## src/rtl/rgbe_scanline_rle_decoder_assert.svh

```systemverilog
// Assertion macros for the RGBE scanline decoder
`ifndef RGBE_SCANLINE_RLE_DECODER_ASSERT_SVH
`define RGBE_SCANLINE_RLE_DECODER_ASSERT_SVH
`define RGBE_ASSERT_IMPL(lbl, ante, cons) \
  lbl: assert property (@(posedge clk) disable iff (!rst_n) (ante) |-> (cons)) \
    else $error("rgbe decoder check failed");
`define RGBE_ASSERT_NEXT(lbl, ante, cons) \
  lbl: assert property (@(posedge clk) disable iff (!rst_n) (ante) |=> (cons)) \
    else $error("rgbe decoder check failed");
`endif

```

## src/rtl/rgbe_pkg.sv

```systemverilog
// ---------------------------------------------------------------------------
// rgbe_pkg
// Shared types and constants for the RGBE scanline decoder.
// ---------------------------------------------------------------------------
`default_nettype none
package rgbe_pkg;
  localparam int MaxWidth = 4096;
  localparam int PosW     = 13;
  localparam int AddrW    = 14;

  // configuration register indexes
  localparam logic REG_WIDTH  = 1'b0;
  localparam logic REG_HEIGHT = 1'b1;

  typedef struct packed {
    logic       mode;
    logic [7:0] data_byte;
  } in_item_t;

  typedef struct packed {
    logic       pixel_valid;
    logic [7:0] red;
    logic [7:0] green;
    logic [7:0] blue;
    logic [7:0] exponent;
    logic       line_end;
    logic       image_end;
    logic [2:0] status;
  } out_item_t;

  localparam logic [2:0] ST_OK    = 3'd0;
  localparam logic [2:0] ST_BUSY  = 3'd1;
  localparam logic [2:0] ST_WIDTH = 3'd2;
  localparam logic [2:0] ST_COUNT = 3'd3;
  localparam logic [2:0] ST_DONE  = 3'd4;

  typedef enum logic [2:0] {
    PH_HEADER, PH_TOKEN, PH_RUNVAL, PH_LITERAL, PH_FLAT
  } phase_t;

  typedef enum logic [2:0] {
    S_IDLE, S_RUN, S_READ, S_WAIT, S_OUT
  } fsm_t;

  // controller to datapath
  typedef struct packed {
    logic take_item;  // evaluate the held item and update decode state
    logic run_step;   // write one run byte
    logic start_read; // issue store read for drain
    logic load_pix;   // capture read data into the result
  } cmd_t;

  // datapath to controller
  typedef struct packed {
    logic run_more;  // run still has bytes to write
    logic is_read;   // held item is a pixel request with a pixel pending
  } sts_t;
endpackage
`default_nettype wire

```

## src/rtl/rgbe_ctrl.sv

```systemverilog
// ---------------------------------------------------------------------------
// rgbe_ctrl
// Sequencer: accept, run fill, store read, result hand-off.
// ---------------------------------------------------------------------------
`default_nettype none
module rgbe_ctrl (
  input  wire logic          clk,
  input  wire logic          rst_n,
  input  wire logic          in_valid,
  output logic               in_stall,
  output logic               out_valid,
  input  wire logic          out_stall,
  input  wire rgbe_pkg::sts_t sts,
  output rgbe_pkg::cmd_t     cmd
);
  import rgbe_pkg::*;
  fsm_t state_r, state_nxt;

  always_ff @(posedge clk) begin
    if (!rst_n) state_r <= S_IDLE;
    else        state_r <= state_nxt;
  end

  always_comb begin
    state_nxt = state_r;
    unique case (state_r)
      S_IDLE: if (in_valid) state_nxt = S_RUN;
      S_RUN: begin
        if (sts.is_read)        state_nxt = S_READ;
        else if (!sts.run_more) state_nxt = S_OUT;
      end
      S_READ: state_nxt = S_WAIT;
      S_WAIT: state_nxt = S_OUT;
      S_OUT:  if (!out_stall) state_nxt = S_IDLE;
      default: state_nxt = S_IDLE;
    endcase
  end

  // take_item is raised in S_IDLE, so the item is evaluated at the edge that enters S_RUN
  always_comb begin
    cmd       = '0;
    in_stall  = 1'b1;
    out_valid = 1'b0;
    unique case (state_r)
      S_IDLE: begin
        in_stall      = 1'b0;
        cmd.take_item = in_valid;
      end
      S_RUN:  cmd.run_step   = sts.run_more;
      S_READ: cmd.start_read = 1'b1;
      S_WAIT: cmd.load_pix   = 1'b1;
      S_OUT:  out_valid      = 1'b1;
      default: ;
    endcase
  end
endmodule
`default_nettype wire

```

## config.mk

```make
export PLATFORM = sky130hd
export DESIGN_NAME = rgbe_ctrl
export DESIGN_NICKNAME = d
export VERILOG_FILES = /design/src/rtl/rgbe_scanline_rle_decoder_assert.svh /design/src/rtl/rgbe_pkg.sv /design/src/rtl/rgbe_ctrl.sv
export SDC_FILE = /design/constraint.sdc
export NUM_CORES = 1
export LEC_CHECK = 0
export BUFFER_PORTS_ARGS = -buffer_cell sky130_fd_sc_hd__clkbuf_2
export CORE_AREA = 2 2 39 41
export DETAILED_ROUTE_END_ITERATION = 8
export DIE_AREA = 0 0 41 43
export PLACE_DENSITY_LB_ADDON = 0.08
export SKIP_CTS_REPAIR_TIMING = 1
export SKIP_LAST_GASP = 1
export SYNTH_ARGS = -nofsm -noshare
export SYNTH_HDL_FRONTEND = slang
export SYNTH_SLANG_ARGS = --single-unit
```

## constraint.sdc

```tcl
create_clock -name clk -period 3.3 [get_ports clk]
set_input_delay 0.33 -clock clk [delete_from_list [all_inputs] [get_ports clk]]
set_output_delay 0.33 -clock clk [all_outputs]
set_load 0.05 [all_outputs]
```

---- Word-level counts from Yosys, hierarchy flattened ----
Index checks and enable logic that the tools add are counted.
operators by class
  equal/unequal tests ..................... 7
  reduce and logical (&&, ||, !) cells .... 2
  mux-type cells .......................... 11
operators by type and width
  kind                                                             number
  3-bit one-hot mux with 5 select lines                            1
  3-bit two-way mux                                                4
  3-bit by 2-bit == test with 1-bit output, second input constant  2
  1-bit two-way mux                                                6
  2-bit != test, second input constant                             2
  3-bit by 1-bit == test with 1-bit output, second input constant  1
  3-bit == test, second input constant                             1
  3-bit logical NOT                                                1
  3-bit != test, second input constant                             1
  3-bit AND reduction                                              1
word-level totals
  register bits after elaboration ......... 3
  output and inout bits ................... 6

---- Logic depth before layout (Yosys ltp) ----
Gate-level depths: netlist of run 1.
  word-level depth ........................ 3
  gate-level depth with buffers ........... 4
  mapped depth without buffers ............ 3

---- Worst setup path after synthesis of run 1 ----
Ideal clock, no wire load.
  path type ............................... reg2out
  start point ............................. reg state_r[0]
  end point ............................... out cmd[3] in the netlist's numbering
  slack ................................... 1.254 ns
  arrival ................................. 1.716 ns
  required time ........................... 2.970 ns
  cell stages (with the launch flop) ...... 4
  cell sequence ........................... dfxtp_1 > buf_2 > or3_1 > nor2_1
RTL lines
  item                    line             RTL
  start, declared         rgbe_ctrl.sv:17  fsm_t state_r, state_nxt;
  start signal, assigned  rgbe_ctrl.sv:21  else state_r <= state_nxt;
  end, declared           rgbe_ctrl.sv:14  output rgbe_pkg::cmd_t cmd

==> flow_summary.ini, run 1 <==
[clocking]
clock_latency_ns = 0.23
cts_buffer_depth = 2
cts_tree = yes
numCtsBuffers = 3
cts_root_buf = clkbuf_4
clk_pin_slew_ns = 0.03
cts_htree_levels = 1
cts.sinks = 3

[setup_path]
worst-path-max-fanout = 11
startpoint_type = flop
endpoint_kind = primary output
cp.required_ns = 2.97
path_cells = or3_1 -> nor2_1 -> clkbuf_2
critPathMaxStageDelay_ns = 0.44
cp.arrival_ns = 1.44
critPathSlowestCell = or3_1
crit_type = reg2out

[synth]
synth_edf_count = 0
syn_nets = 31
yosysSeqAreaShare_pct = 29.63
dominantRegCellSynth = dfxtp_1
synth.area.top_cells = dfxtp_1, nor3b_1, a211oi_2
yosysTopAreaCellShare_pct = 29.63
ys_ff_latch = 3
synth_cell_type_count = 19
syn_area_um2 = 202.7
yosys_warnings = 0
async_flop_share_pct = 0
synth_area_per_cell_um2 = 8.108
synth_cells = 25
synth_common_cells = dfxtp_1, nor2_1, buf_2, nor3b_1
yosysTopAreaCell = dfxtp_1

[global_route]
grt_max_degree = 12
grt_pass1_wl_um = 793
gr-total-overflow = 0
antenna_found_initial = 0
grt_pass1_vias = 202
grt_usage_pct = 7.214

[placement]
place_hpwl_um = 380.4
port_buffers = 11
place_congestion = 0.5725

[route]
wl_met2_um = 239
viasPerCell = 3.907
via_count = 211
ant_nets = 0
wl_per_cell_um = 8.778
top_layer_used = met3
wirelength_um = 474
drt_iter0_markers = 1
first_pass_iters = 3
wl_met3_um = 43
met1_length_um = 192
drc = 0

[run]
max_cap_viol_count = 0

[final_layout]
syn_to_final_growth_pct = 45.06
regArea_um2 = 60.06
n_fill_cell = 172
multi_input_area_um2 = 128.9
largest_reg_flops = 3
largest_register = state_r
n_antenna_cell = 0
reg_top3 = state_r x3
finish.net_count = 45
drive_gt1_share_pct = 39.47

[pwr]
power_density_nw_per_um2 = 760.3
p_leak_nw = 0.1425
ir_worst_vdd_v = 0.0002338

[timing]
slew_viol_final = 0
setup_viol = 0
fmaxAchievable_mhz = 565.5
slew_headroom_pct = 72.28
whs_ns = 0.3500
rsz0062_at_grt = false
worst_slew_pin_slew_ns = 0.4121
finalCriticalPeriod_ns = 1.768
hold_viol_final = 0
fin_crit_sh_pct = 53.58
timing.setup.tns_ns = 0
clock-skew-final_ns = 0.003190

[outcome]
status = complete, no violations

[die]
die_area_um2 = 1763
die_w_um = 41
core_area_um2 = 1384
initial_core_util_pct = 14.65
num_rows = 14
io_pins = 12
die_height_um = 43

[hold_path]
hold_class = in2reg
[worst paths after layout]
path	start	slack (ns)	cells past startpoint	end
min reg2reg	state_r[1]	0.61	2	state_r[1]
min	rst_n	0.35	2	state_r[0]
max reg2reg	state_r[1]	2.12	3	state_r[2]
max	state_r[2]	1.53	3	cmd[3]
[cell families (layout without fill, tap and decap cells)]
kind of cell | after synthesis | in the layout | synth area share (%)
AOI/OAI and AO/OA | 4 | 4 | 17.28
and+or+nand+nor | 14 | 14 | 41.36
DFF | 3 | 3 | 29.63
buffers and inverters | 3 | 16 | 6.789
muxes | 1 | 1 | 4.938
[where the power goes]
| part | total (mW) | switching, mW | internal [mW] | leakage [nW] |
|---|---|---|---|---|
| Sequential | 0.0573 | 0.0137 | 0.0436 | 0.0247 |
| Clock | 0.0644 | 0.0191 | 0.0453 | 0.0150 |
| Combinational | 0.102 | 0.0721 | 0.0298 | 0.103 |
| Total | 0.224 | 0.105 | 0.119 | 0.143 |
[critical path: cells and delay by family, from the launching register on]
family | cells | cell delay (ns)
DFF | 1 | 0.38
and+or+nand+nor | 2 | 0.55
buffers and inverters | 1 | 0.28
[metrics by stage]
stage	worst slack (ns)	power [mW]	std cells	area, um^2	util (%)
5_1_grt	1.427	0.2421	54	294.0	21.25
4_1_cts	1.508	0.2282	54	294.0	21.25
3_5_place_dp	1.760	0.1610	50	267.8	19.35
2_1_floorplan	1.254	0.1418	25	202.7	-
3_3_place_gp	1.778	0.1614	50	267.8	19.35
6_report	1.532	0.2235	54	294.0	21.25
[metal layers]
| metal | GRT usage (%) | vias up |
|---|---|---|
| li1 | - | 114 |
| met1 | 7.348 | 92 |
| met2 | 8.750 | 5 |
| met3 | 4.712 | 0 |
| met4 | 8.000 | 0 |
| met5 | 0 | - |
[layout make-up]
| type | count | area share, % |
|---|---|---|
| Multi-Input combinational cell | 19 | 43.83 |
| Sequential cell | 3 | 20.43 |
| Timing Repair Buffer | 11 | 18.72 |
| Clock buffer | 4 | 8.936 |
| Tap cell | 16 | 6.809 |
| Inverter | 1 | 1.277 |
[cell usage in the layout, fill, tap and decap left out, drive strengths merged, types with 2 or more instances in the layout]
master	n
dfxtp	3
nor2	3
clkbuf	15
nor3b	2
No activity file was read; power rests on OpenSTA's default activity.
==> run 2, diff against run 1 <==
==> constraint.sdc (replaced) <==
create_clock -name clk -period 1.8 [get_ports clk]
set_input_delay 0.18 -clock clk [delete_from_list [all_inputs] [get_ports clk]]
set_output_delay 0.18 -clock clk [all_outputs]
set_load 0.05 [all_outputs]
==> flow_summary.ini, run 2 (same netlist as run 1, synthesis figures left out) <==
[route]
drt_iter0_markers = 5
first_pass_iters = 2
via_count = 218
viasPerCell = 4.037
ant_nets = 0
wirelength_um = 507
drc = 0
wl_per_cell_um = 9.389

[global_route]
grt_usage_pct = 7.021
antenna_found_initial = 0
grt_max_degree = 12
gr-total-overflow = 0
grt_pass1_wl_um = 724
grt_pass1_vias = 178

[final_layout]
syn_to_final_growth_pct = 46.30
reg_top3 = state_r x3
largest_reg_flops = 3
n_fill_cell = 163
regArea_um2 = 60.06
multi_input_area_um2 = 131.4
stdcell_count = 54
layout_common_cells = clkbuf_2, clkbuf_4, dfxtp_1, nor3b_1, nor2_1
drive_gt1_share_pct = 42.11
final_area_um2 = 296.5
finish.net_count = 45
final_common_cell = clkbuf_2
largest_register = state_r
n_antenna_cell = 0

[hold_path]
min_path_cells = 2
hold_class = in2reg
hp-start = rst_n
min_to = state_r[0]

[setup_path]
reg2reg_setup_slack_ns = 0.59
worst-path-max-fanout = 11
endpoint_kind = primary output
worstReg2RegEnd = state_r[0]
crit_type = reg2out
worstRegToRegCells = 3
reg2reg_from = state_r[0]
cp.arrival_ns = 1.44
cp.required_ns = 1.62
startpoint_type = flop

[timing]
slew_headroom_pct = 68.08
rsz0062_at_grt = false
hold_viol_final = 0
fin_crit_sh_pct = 90.24
finalCriticalPeriod_ns = 1.624
worst_slack_ns = 0.1757
whs_ns = 0.1990
setup_viol = 0
fmaxAchievable_mhz = 615.7
slew_viol_final = 0
worst_slew_pin_slew_ns = 0.4745
timing.setup.tns_ns = 0
clock-skew-final_ns = 0.002777

[placement]
place_congestion = 0.5781
dpl_cell_area_um2 = 270.3
dp.cells = 50
place_hpwl_um = 377.6
post-place-ws_ns = 0.4176
port_buffers = 11

[clocking]
cts_tree = yes
clk_pin_slew_ns = 0.04
numCtsBuffers = 3
clock_latency_ns = 0.23
cts.sinks = 3
cts_root_buf = clkbuf_4
cts_buffer_depth = 2
cts_htree_levels = 1

[die]
die_height_um = 43
num_rows = 14
die_area_um2 = 1763
initial_core_util_pct = 14.65
die_w_um = 41
io_pins = 12
core_area_um2 = 1384

[run]
max_cap_viol_count = 0

[outcome]
status = complete, no violations

[pwr]
p_leak_nw = 0.1426
power_density_nw_per_um2 = 1396
ir_worst_vdd_v = 0.0004042
## run 2: worst max-delay path, cell delays in order, from the launching register on
cell and delay, ns:
dfxtp_1 0.39, or3_1 0.45, nor2_2 0.09, clkbuf_2 0.27
## run 2: worst max path at each step
| stage | from | end | slack (ns) | cells past startpoint |
|---|---|---|---|---|
| detailed placement | state_r[2] | cmd[3] | 0.42 | 3 |
| global placement | state_r[2] | cmd[3] | 0.44 | 3 |
| CTS | state_r[2] | cmd[3] | 0.16 | 3 |
| finish | state_r[2] | cmd[3] | 0.18 | 3 |
| floorplan | state_r[2] | cmd[1] | 0.01 | 2 |
| global route | state_r[2] | cmd[3] | 0.08 | 3 |
## run 2: final cells by class
cell class | instances | share of cell area, %
clock buffer | 4 | 8.861
timing repair buffer | 11 | 18.57
inverter | 1 | 1.266
tap | 16 | 6.751
multi-input combinational | 19 | 44.30
sequential | 3 | 20.25
## run 2: through the flow
| stage | power [mW] | util [%] |
|---|---|---|
| finish | 0.4140 | 21.43 |
| global route | 0.4500 | 21.43 |
| CTS | 0.4242 | 21.43 |
| detailed placement | 0.2985 | 19.53 |
| global placement | 0.2985 | 19.53 |
| floorplan | 0.2626 | - |
## run 2: routing by layer
| metal | part of all wire (%) | vias to the layer above | track usage [%] |
|---|---|---|---|
| met5 | 0 | - | 0 |
| met4 | 0 | 0 | 2.000 |
| met3 | 11 | 0 | 9.424 |
| met2 | 47 | 8 | 7.813 |
| met1 | 41 | 94 | 7.692 |
| li1 | - | 116 | - |
## run 2: power breakdown
part / leakage, nW / switching, mW / total (mW) / internal [mW]
logic: 0.103 / 0.133 / 0.188 / 0.0552
registers: 0.0247 / 0.0274 / 0.107 / 0.0799
clock network: 0.0150 / 0.0358 / 0.119 / 0.0831
